==> config.mk <==
export PLATFORM = sky130hd
export DESIGN_NAME = fir_mac
export DESIGN_NICKNAME = d
export VERILOG_FILES = /design/src/hw/rtl/fir_pkg.sv /design/src/hw/rtl/fir_mac.sv
export SDC_FILE = /design/constraint.sdc
export NUM_CORES = 1
export LEC_CHECK = 0
export BUFFER_PORTS_ARGS = -buffer_cell sky130_fd_sc_hd__buf_2
export CAP_MARGIN = 15
export CORE_ASPECT_RATIO = 1.1
export CORE_MARGIN = 3
export CORE_UTILIZATION = 40
export CTS_CLUSTER_SIZE = 28
export DETAILED_ROUTE_END_ITERATION = 8
export GPL_TIMING_DRIVEN = 1
export HOLD_SLACK_MARGIN = 0.12
export PLACE_DENSITY = 0.53
export SLEW_MARGIN = 20
export SYNTH_ARGS = -nofsm -noshare
export SYNTH_HDL_FRONTEND = slang
export SYNTH_SLANG_ARGS = --single-unit
==> constraint.sdc <==
create_clock -name i_clk -period 18.5 [get_ports i_clk]
set_input_delay 1.85 -clock i_clk [delete_from_list [all_inputs] [get_ports i_clk]]
set_output_delay 1.85 -clock i_clk [all_outputs]
set_load 0.02 [all_outputs]
==> src/hw/rtl/fir_pkg.sv <==
package fir_pkg;

    localparam int SAMPLE_W = 16;
    localparam int TAP_W    = 18;
    localparam int PROD_W   = SAMPLE_W + TAP_W;
    localparam int CFG_W    = 9;
    localparam int INDEX_W  = 8;

    // Q2.31 products back to Q0.15: bias by half an LSB, then drop 16 bits
    localparam int ROUND_SHIFT = 16;
    localparam int ROUND_HALF  = 32768;

    localparam logic signed [SAMPLE_W-1:0] SAT_MAX = 16'sh7FFF;
    localparam logic signed [SAMPLE_W-1:0] SAT_MIN = 16'sh8000;

    localparam logic MODE_FILTER = 1'b0;
    localparam logic MODE_TAP    = 1'b1;

    typedef struct packed {
        logic valid;
        logic first;
        logic last;
    } t_mac_ctl;

endpackage

==> src/hw/rtl/fir_mac.sv <==
module fir_mac #(
    parameter int ACC_W = 42
) (
    input  logic                                 i_clk,
    input  logic                                 i_rst_n,
    input  fir_pkg::t_mac_ctl                    i_ctl,
    input  logic signed [fir_pkg::SAMPLE_W-1:0]  i_sample,
    input  logic signed [fir_pkg::TAP_W-1:0]     i_tap,
    output logic signed [ACC_W-1:0]              o_acc,
    output logic                                 o_done
);

    logic signed [fir_pkg::PROD_W-1:0] r_prod;
    fir_pkg::t_mac_ctl                 r_pctl;
    logic signed [ACC_W-1:0]           r_acc;
    logic signed [ACC_W-1:0]           n_acc;
    logic                              r_done;

    always_comb begin
        n_acc = r_acc;
        if (r_pctl.valid) begin
            // restart the sum on the first tap
            n_acc = (r_pctl.first ? '0 : r_acc)
                  + {{(ACC_W-fir_pkg::PROD_W){r_prod[fir_pkg::PROD_W-1]}}, r_prod};
        end
    end

    always_ff @(posedge i_clk) begin
        r_prod <= i_sample * i_tap;
        r_acc  <= n_acc;
        if (!i_rst_n) begin
            r_pctl <= '0;
            r_done <= 1'b0;
        end else begin
            r_pctl <= i_ctl;
            r_done <= r_pctl.valid && r_pctl.last;
        end
    end

    assign o_acc  = r_acc;
    assign o_done = r_done;

endmodule

### Yosys cells after proc, flatten, opt, wreduce, memory -nomap -nowiden

Cells that the tools add are included.

* output and inout port bits: 43
* register bits: 80
* bits of input ports: 39

* add/subtract/negate cells: 1
* multiply operators: 1
* multiplexer cells: 1
* reductions and logical operators: 1

Operators by type and width (count)
* 42-bit adder: 1
* 42-bit two-way mux: 1
* 16-bit by 18-bit multiplier with 34-bit output: 1
* 1-bit logical AND: 1

### Longest topological paths before layout

Gate-level depths: netlist of run 1.

* depth in word-level cells: 2
* gate-level depth with buffers: 25
* gate-level depth less buffers: 24

### Least setup slack after synthesis of run 1

Ideal clock, no wire load.

* path kind: input to register
* from: in i_sample[7] (netlist name)
* to: reg r_prod[32] (netlist name)
* setup slack: 10.727 ns
* arrival time: 7.701 ns
* library setup time: 0.072 ns
* stages on the path: 23
* data required time: 18.428 ns
* cell sequence: clkbuf_1 > clkbuf_1 > nand2_1 > fa_1 > inv_1 > fa_1 > fa_1 > fa_1 > fa_1 > inv_1 > fa_1 > inv_1 > ha_1 > a21o_1 > a21o_1 > a21o_1 > a21o_1 > a21o_1 > a221oi_1 > o211ai_1 > a31o_2 > a21oi_1 > xnor2_1

* cells in the longest elaborated chain, start to end: 1

RTL lines
* from (decl): RTL line fir_mac.sv:7 `input logic signed [fir_pkg::SAMPLE_W-1:0] i_sample,`
* 16-bit by 18-bit multiplier with 34-bit output: RTL line fir_mac.sv:29 `r_prod <= i_sample * i_tap;`
* to (signal assigned): RTL line fir_mac.sv:29
* to (decl): RTL line fir_mac.sv:13 `logic signed [fir_pkg::PROD_W-1:0] r_prod;`

No other way between the ends.
A chain may end at the register's enable or synchronous reset.

### Worst setup path in the final report of run 1

* from: in i_sample[1] (netlist name)
* to: reg r_prod[33] (netlist name)

The elaborated chain is that of the path after synthesis.

==> reports/metrics.csv, run 1 <==
metric,value,unit
cp_max_fo,18,
grt_start_max_net_pins,44,
first_iter_violations,501,
hpwl,29790,µm
cts_buffer_depth,2,
worst-path-buf-inv,6,
synth_seq_cells,80,
path_class,in2reg,
fill_cells,3767,
rows,74,
hold_depth,1,
endpoint_kind,register,
finalCritPeriodShare,42.10,%
grt-ovfl-total,0,
dieHeight,209.8,µm
hp-class,reg2reg,
cts_buffers,9,
skew,0.008576,ns
cts_tree,built,
synthFlopType,edfxtp_1,
io_pins,82,
finalCriticalPeriod,7.788,ns
final_cell_mix,"348 x inv_1, 291 x fa_1, 154 x nand2_1",
cp-start-kind,primary input,
first_pass_iters,5,
rr_worst_depth,15,
dieArea,0.04013,mm²
die_w,191.3,µm
synth.distinct_cells,48,
clock-root-buffer,clkbuf_16,
finalSetupTns,0,ns
slew_headroom,59.85,%
drv_cap,0,
min_to,o_done,
gr-usage-all-layers,19.33,%
tightest_slew,0.6015,ns
cp_common_cell,fa_1,
min_from,r_pctl[0],
hold_viol_final,0,
path_clk_slew,0.07,ns
antenna_found_initial,0,
path_depth,22,
slowest_stage,fa_1,
start_util,40.57,%
crit_arrival,8.05,ns
crit_chain,buf_2 -> nand2_1 -> inv_1 -> fa_1 -> fa_1 -> inv_1 -> fa_1 -> fa_1 -> inv_1 -> fa_1 -> inv_1 -> fa_1 -> inv_1 -> ha_1 -> a211o_1 -> a21oi_1 -> o21ai_0 -> o22a_1 -> a21o_1 -> a2111oi_2 -> o21bai_1 -> xnor2_1,
synthCells,1599,
dpl-instance-area,0.01596,mm²
ys_warn_count,0,
antennaDiodeCount,0,
nets,2104,
grt_pass1_wl,61150,µm
gp_congestion,0.8428,
setup_viol,0,
cts.sinks,80,
wl_per_cell,16.99,µm
cpPeakStageDelay,0.86,ns
r2r_end,o_acc[40],
r2r-start,r_pctl[1],
synthArstFlopShare,0,%
core_area,0.03722,mm²
syn_nets,2056,
vias,10560,
slew_viol_final,0,
rsz0062_at_grt,false,
synthToLayoutAreaGrowth,7.953,%
clock_latency,0.35,ns
grt_pass1_vias,11680,
synth_edf_count,42,
status,finished clean,
port_buffers,81,
r2r_setup_slack,14.50,ns
ant_nets,0,
avgViaCountPerCell,4.921,
crit_family,adder cells,
cts_max_level,3,
fmax,128.4,MHz
final_common_cell,inv_1,
finalInstanceArea,0.01630,mm²
syn-cell-area,0.01510,mm²
holdBufCountCts,0,
cts_resized,0,
ys_seq_area_share,13.39,%
worst_ep_required_time,18.76,ns
totalWireLength,36470,µm
syn_area_per_cell,9.445,µm²
cts_setup_buffers,0,
drive_gt1_share,6.538,%
drc,0,
==> cell families (layout without fill, tap and decap cells) <==
kind of cell / count (synthesis) / after routing / synth area share (%)
compound gates: 192 / 192 / 8.385
xor+xnor: 78 / 78 / 4.524
fa+ha+maj: 418 / 418 / 49.10
buf+inv: 394 / 447 / 9.793
flops: 80 / 80 / 13.39
simple gates: 437 / 437 / 14.81
==> worst max-delay path by stage <==
stage	slack [ns]	end	from
floorplan	10.73	r_prod[32]	i_sample[7]
global placement	10.41	r_prod[33]	i_sample[1]
detailed placement	10.36	r_prod[33]	i_sample[1]
CTS	10.72	r_prod[33]	i_sample[1]
global route	10.27	r_prod[32]	i_sample[1]
finish	10.71	r_prod[33]	i_sample[1]
==> Yosys cell counts (11+ instances only) <==
| cell type | count | area (µm²) |
|---|---|---|
| and2_1 | 141 | 882.1 |
| a21o_1 | 39 | 292.8 |
| xnor2_1 | 60 | 525.5 |
| nand2_1 | 154 | 578.1 |
| nand3_1 | 15 | 75.07 |
| clkbuf_1 | 45 | 168.9 |
| o21a_1 | 15 | 112.6 |
| fa_1 | 291 | 5826 |
| nand2b_1 | 11 | 68.82 |
| edfxtp_1 | 42 | 1261 |
| inv_1 | 348 | 1306 |
| nor2b_1 | 49 | 306.5 |
| ha_1 | 127 | 1589 |
| a21oi_1 | 57 | 285.3 |
| xor2_1 | 18 | 157.7 |
| o21ai_0 | 33 | 165.2 |
| dfxtp_1 | 38 | 760.7 |
| nor2_1 | 35 | 131.4 |
==> metal layers <==
metal	track usage [%]	wire (µm)	part of all wire [%]	vias up
li1	-	-	-	4995
met1	24.97	16020	44	5334
met2	34.41	18200	50	182
met3	1.904	1309	3.6	49
met4	5.518	927	2.5	0
met5	0	0	0	-
==> per-stage QoR <==
stage / setup WS, ns / utilization (%) / hold WS, ns / std cells
after global routing: 10.27 / 43.80 / 0.4880 / 2146
after global placement: 10.41 / 42.88 / 0.4366 / 2129
after CTS: 10.72 / 43.75 / 0.4601 / 2145
final: 10.71 / 43.80 / 0.4570 / 2146
after floorplan: 10.73 / - / 0.4290 / 1599
after detailed placement: 10.36 / 42.88 / 0.4465 / 2129
==> state kept, by name, indices dropped and copies added, names as in the netlist <==
| name | flops |
|---|---|
| o_acc | 42 |
| o_done | 1 |
| r_pctl | 3 |
| r_prod | 34 |
==> layout make-up <==
type                       instances  area, µm²  area share, %
sequential                        80       2023          12.41
multi-input combinational       1125      11600          71.16
clock inverter                     6      92.59         0.5679
tap                              494      618.1          3.791
inverter                         348       1306          8.012
clock buffer                      10      229.0          1.404
timing repair buffer              83      432.9          2.655
Power of run 1 is left out: the tool's default activity adds up to more than one toggle a clock period on the data nets, which glitch-free logic cannot reach.
==> run 2, diff against run 1 <==
==> constraint.sdc (replaced) <==
create_clock -name i_clk -period 7.7 [get_ports i_clk]
set_input_delay 0.77 -clock i_clk [delete_from_list [all_inputs] [get_ports i_clk]]
set_output_delay 0.77 -clock i_clk [all_outputs]
set_load 0.02 [all_outputs]
==> run 2 against run 1 <==
Setup slack worse by 9.6 ns. Clock skew increased by 0.0043 ns. Final area down 0.21%. Highest routed layer unchanged.
==> reports/metrics.csv, run 2 (synthesis results as in run 1) <==
metric,value,unit,change
layoutNonFillerInstCount,2146,,unchanged
hold_viol_final,0,,unchanged
final_common_cell,inv_1,,
dieHeight,209.8,µm,unchanged
cts_max_level,3,,unchanged
gr-usage-all-layers,19.43,%,+0.093 points
port_buffers,81,,unchanged
slew_viol_final,0,,unchanged
finalCritPeriodShare,85.99,%,
rsz0062_at_grt,false,,
worst-path-buf-inv,4,,-2
grt_pass1_wl,61450,µm,+0.49%
core_area,0.03722,mm²,unchanged
tightest_slew,0.6118,ns,+0.01027 ns
wl_per_cell,17.23,µm,+1.4%
vias,10570,,+0.12%
worst_slack,1.079,ns,-9.633 ns
r2r_end,o_acc[41],,
cts.sinks,80,,unchanged
placedCellCount,2130,,+0.047%
endpoint,r_prod[33],,
cpPeakStageDelay,0.83,ns,-0.03 ns
gp_congestion,0.8512,,+1.0%
drc,0,,unchanged
cp_common_cell,fa_1,,
r2r-start,r_pctl[1],,
slowest_stage,fa_1,,
nets,2104,,unchanged
finalCriticalPeriod,6.621,ns,
cp_max_fo,18,,unchanged
fill_cells,3752,,-0.40%
dpl-instance-area,0.01597,mm²,about the same
multi_input_area,0.01160,mm²,unchanged
avgViaCountPerCell,4.927,,+0.12%
start_util,40.57,%,unchanged
worst_ep_required_time,7.96,ns,-10.80 ns
crit_chain,buf_2 -> nand2_1 -> inv_1 -> fa_1 -> fa_1 -> inv_1 -> fa_1 -> fa_1 -> inv_1 -> fa_1 -> fa_1 -> ha_1 -> a211o_1 -> a21oi_1 -> o21ai_0 -> o22a_1 -> a21o_1 -> a2111oi_2 -> o21bai_1 -> xnor2_1,,
cts_buffer_depth,2,,unchanged
skew,0.01290,ns,+0.004325 ns
finalInstanceArea,0.01627,mm²,-0.21%
cts_tree,built,,
first_pass_iters,5,,unchanged
startpoint,i_sample[1],,
fmax,151.0,MHz,
grt-ovfl-total,0,,unchanged
rows,74,,unchanged
drv_cap,0,,unchanged
r2r_setup_slack,3.69,ns,-10.81 ns
hpwl,30270,µm,+1.6%
crit_arrival,6.88,ns,-1.17 ns
cts_buffers,9,,unchanged
status,finished clean,,
clock-root-buffer,clkbuf_16,,
first_iter_violations,476,,-5.0%
path_class,in2reg,,
largest_register_ffs,42,,unchanged
path_depth,20,,-9.1%
hp-class,reg2reg,,
cp-start-kind,primary input,,
synthToLayoutAreaGrowth,7.722,%,
io_pins,82,,unchanged
holdBufCountCts,0,,unchanged
crit_family,adder cells,,
finalSetupTns,0,ns,unchanged
slew_headroom,59.21,%,-0.64 points
path_clk_slew,0.06,ns,about the same
clock_latency,0.34,ns,about the same
setup_viol,0,,unchanged
endpoint_kind,register,,
antenna_found_initial,0,,unchanged
cts_setup_buffers,0,,unchanged
grt_start_max_net_pins,44,,unchanged
totalWireLength,36980,µm,+1.4%
ant_nets,0,,unchanged
cts_resized,0,,unchanged
die_w,191.3,µm,unchanged
grt_pass1_vias,11480,,-1.7%
drive_gt1_share,6.538,%,unchanged
antennaDiodeCount,0,,unchanged
dieArea,0.04013,mm²,unchanged
rr_worst_depth,14,,-1
final_cell_mix,"348 x inv_1, 291 x fa_1, 154 x nand2_1",,
detailedPlace.worstSlack,0.6806,ns,-9.677 ns
ff_latch_area,0.002026,mm²,+0.12%
## run 2: worst register-to-register path: stages (launching register included)
cell and delay (ns):
dfxtp_1 0.31, buf_4 0.40, nand2b_1 0.24, inv_1 0.06, ha_1 0.29, a211oi_1 0.25, o21ai_1 0.14, a221oi_2 0.44
a21oi_1 0.23, o31a_1 0.33, o211ai_1 0.29, a21oi_2 0.16, a31oi_1 0.31, a221oi_1 0.16, xnor2_1 0.15
## run 2: worst min path at each step
stage / startpoint / to / slack, ns / cells past startpoint
final: r_pctl[0] / o_done / 0.47 / 1
after global routing: r_pctl[0] / o_done / 0.50 / 1
after CTS: r_pctl[0] / o_done / 0.47 / 1
after detailed placement: r_pctl[0] / o_done / 0.46 / 1
after global placement: r_pctl[0] / o_done / 0.44 / 1
after floorplan: r_pctl[0] / o_done / 0.43 / 1
## run 2: per-layer routing
metal / part of all wire [%] / global-route usage, %
met5: 0 / 0
met4: 1.3 / 3.543
met3: 2.8 / 1.737
met2: 51 / 35.27
met1: 45 / 25.46
## run 2: layout make-up
type,instances,share of cell area (%)
multi-input cells,1125,71.31
flip-flops and latches,80,12.45
repair buffers,83,2.584
inverters,348,8.030
clock buffers,11,1.492
clock inverters,5,0.3307
well taps,494,3.799
## run 2: through the flow
step                utilization (%)  hold WS (ns)
global placement              42.90        0.4363
finish                        43.71        0.4700
floorplan                         -        0.4290
global route                  43.71        0.5002
CTS                           43.70        0.4735
detailed placement            42.90        0.4598
Power of run 2 is left out for the same reason.
==> run 3, diff against run 2 <==
--- a/config.mk
+++ b/config.mk
@@ -5,6 +5,7 @@
 export SDC_FILE = /design/constraint.sdc
 export NUM_CORES = 1
 export LEC_CHECK = 0
+export ABC_AREA = 1
 export BUFFER_PORTS_ARGS = -buffer_cell sky130_fd_sc_hd__buf_2
 export CAP_MARGIN = 15
 export CORE_ASPECT_RATIO = 1.1
==> run 3 against run 2 <==
Synthesized cell count increased by 59%. Critical path depth grew 1. First-iteration DRC count up 56%. Cell count grew 47%. Non-clock buffer count increased by 1. Global-route usage rose by 2.5 points.
==> reports/metrics.csv, run 3 <==
metric,value,unit,change
cts_buffers,9,,unchanged
synth_top_area_cell,fa_1,,
worst-path-buf-inv,6,,+2
avgViaCountPerCell,4.625,,-6.1%
fmax,164.7,MHz,+9.1%
synthTopCellsByArea,"fa_1 33%, nand2_1 17%, inv_1 16%, ha_1 9.0%, edfxtp_1 7.1%",,
crit_arrival,6.32,ns,-0.56 ns
cts.sinks,80,,unchanged
largest_register_ffs,42,,unchanged
cpPeakStageDelay,0.85,ns,+0.02 ns
cts_buffer_depth,2,,unchanged
cp_common_cell,fa_1,,
detailedPlace.worstSlack,1.231,ns,+0.5501 ns
nets,3025,,+44%
worst_slack,1.629,ns,+0.5500 ns
ys_seq_area_share,11.40,%,-2.0 points
die_w,206.8,µm,+8.1%
rows,80,,+8.1%
r2r-start,r_pctl[1],,
wl_per_cell,15.39,µm,-11%
first_iter_violations,741,,+56%
drc,0,,unchanged
synth_edf_count,42,,unchanged
core_area,0.04364,mm²,+17%
synthToLayoutAreaGrowth,6.693,%,
start_util,40.65,%,+0.074 points
synth.distinct_cells,33,,-31%
cts_setup_buffers,0,,unchanged
clock-root-buffer,clkbuf_16,,
cts_tree,built,,
port_buffers,81,,unchanged
gp_congestion,0.9261,,+8.8%
hpwl,42360,µm,+40%
vias,14560,,+38%
syn_nets,2998,,+46%
hp-class,reg2reg,,
ant_nets,0,,unchanged
min_to,o_done,,
cp_max_fo,18,,unchanged
status,finished clean,,
path_clk_slew,0.07,ns,about the same
synthFlopType,edfxtp_1,,
crit_family,adder cells,,
synthArstFlopShare,0,%,unchanged
hold_viol_final,0,,unchanged
slew_viol_final,0,,unchanged
path_class,in2reg,,
endpoint_kind,register,,
skew,0.01329,ns,+0.0003891 ns
finalCritPeriodShare,78.85,%,-7.1 points
final_common_cell,nand2_1,,
antennaDiodeCount,0,,unchanged
crit_chain,buf_2 -> nand2_1 -> inv_1 -> fa_1 -> fa_1 -> inv_1 -> fa_1 -> fa_1 -> inv_1 -> fa_1 -> inv_1 -> fa_1 -> inv_1 -> ha_1 -> nand2_1 -> nor2_1 -> nand2_1 -> nor3_1 -> nand2_1 -> nand4_1 -> nand2_1,,
synthCells,2541,,+59%
grt_pass1_wl,80960,µm,+32%
first_pass_iters,5,,unchanged
dieHeight,226.9,µm,+8.1%
syn-cell-area,0.01774,mm²,+17%
rsz0062_at_grt,false,,
cts_resized,0,,unchanged
synth_top_area_share,32.84,%,-5.7 points
postLayoutCoreUtil,43.37,%,-0.34 points
slew_headroom,57.24,%,-2.0 points
rr_worst_depth,15,,+1
totalWireLength,48430,µm,+31%
grt-ovfl-total,0,,unchanged
ys_warn_count,0,,unchanged
tightest_slew,0.6414,ns,+0.02957 ns
syn_area_per_cell,6.981,µm²,-26%
dieArea,0.04691,mm²,+17%
io_pins,82,,unchanged
synth.most_common_cell,nand2_1,,
grt_pass1_vias,15550,,+36%
clock_latency,0.37,ns,+0.03 ns
hold_depth,1,,unchanged
setup_viol,0,,unchanged
r2r_end,o_acc[22],,
finalCriticalPeriod,6.071,ns,-0.5500 ns
grt_start_max_net_pins,44,,unchanged
holdBufCountCts,0,,unchanged
slowest_stage,fa_1,,
synth_seq_cells,80,,unchanged
gr-usage-all-layers,21.93,%,+2.5 points
cts_max_level,3,,unchanged
min_from,r_pctl[0],,
antenna_found_initial,0,,unchanged
drive_gt1_share,5.402,%,-1.1 points
finalSetupTns,0,ns,unchanged
cp-start-kind,primary input,,
r2r_setup_slack,4.87,ns,+1.18 ns
final_cell_mix,"807 x nand2_1, 746 x inv_1, 291 x fa_1",,
yosys-top-cells-count,"807 x nand2_1, 746 x inv_1, 291 x fa_1, 157 x nor2_1, 127 x ha_1",,
worst_ep_required_time,7.95,ns,about the same
drv_cap,0,,unchanged
-- run 3: worst max path at each step --
| stage | startpoint | endpoint | slack [ns] | depth (start not counted) |
|---|---|---|---|---|
| floorplan | i_sample[5] | r_prod[26] | 1.71 | 22 |
| global placement | i_sample[1] | r_prod[33] | 1.33 | 23 |
| CTS | i_sample[1] | r_prod[26] | 1.60 | 21 |
| finish | i_sample[1] | r_prod[29] | 1.63 | 21 |
| detailed placement | i_sample[1] | r_prod[26] | 1.23 | 21 |
| global route | i_sample[1] | r_prod[28] | 1.22 | 22 |
-- run 3: final cells by class --
type / instances / area [µm²]
fill: 4770 / 24720
multi-input combinational: 1643 / 12640
inverter: 750 / 2815
sequential: 80 / 2023
tap: 574 / 718.2
timing repair buffer: 84 / 427.9
clock buffer: 9 / 225.2
clock inverter: 7 / 73.82
-- run 3: stage by stage --
stage	cell area (µm²)	hold WS, ns	std cells
after detailed placement	18630	0.4546	3131
after global placement	18630	0.4414	3131
after global routing	18930	0.4935	3147
final	18930	0.4630	3147
after CTS	18930	0.4726	3147
after floorplan	17740	0.4290	2541
-- run 3: routing by layer --
metal	vias to the layer above	global-route usage (%)	part of all wire [%]
li1	7278	-	-
met1	6991	28.63	45
met2	231	39.46	50
met3	55	1.852	3.0
met4	0	5.264	2.2
met5	-	0	0
-- run 3: logic make-up (layout without fill, tap and decap cells) --
| logic type | Yosys count | count (layout) | synth area share [%] |
|---|---|---|---|
| adder cells (fa/ha/maj) | 418 | 418 | 41.80 |
| AO/OA/AOI/OAI | 80 | 80 | 2.398 |
| AND/OR/NAND/NOR | 1103 | 1103 | 25.00 |
| flip-flops | 80 | 80 | 11.40 |
| buffers and inverters | 818 | 850 | 17.33 |
| XOR/XNOR | 42 | 42 | 2.074 |
Power of run 3 is left out for the same reason.
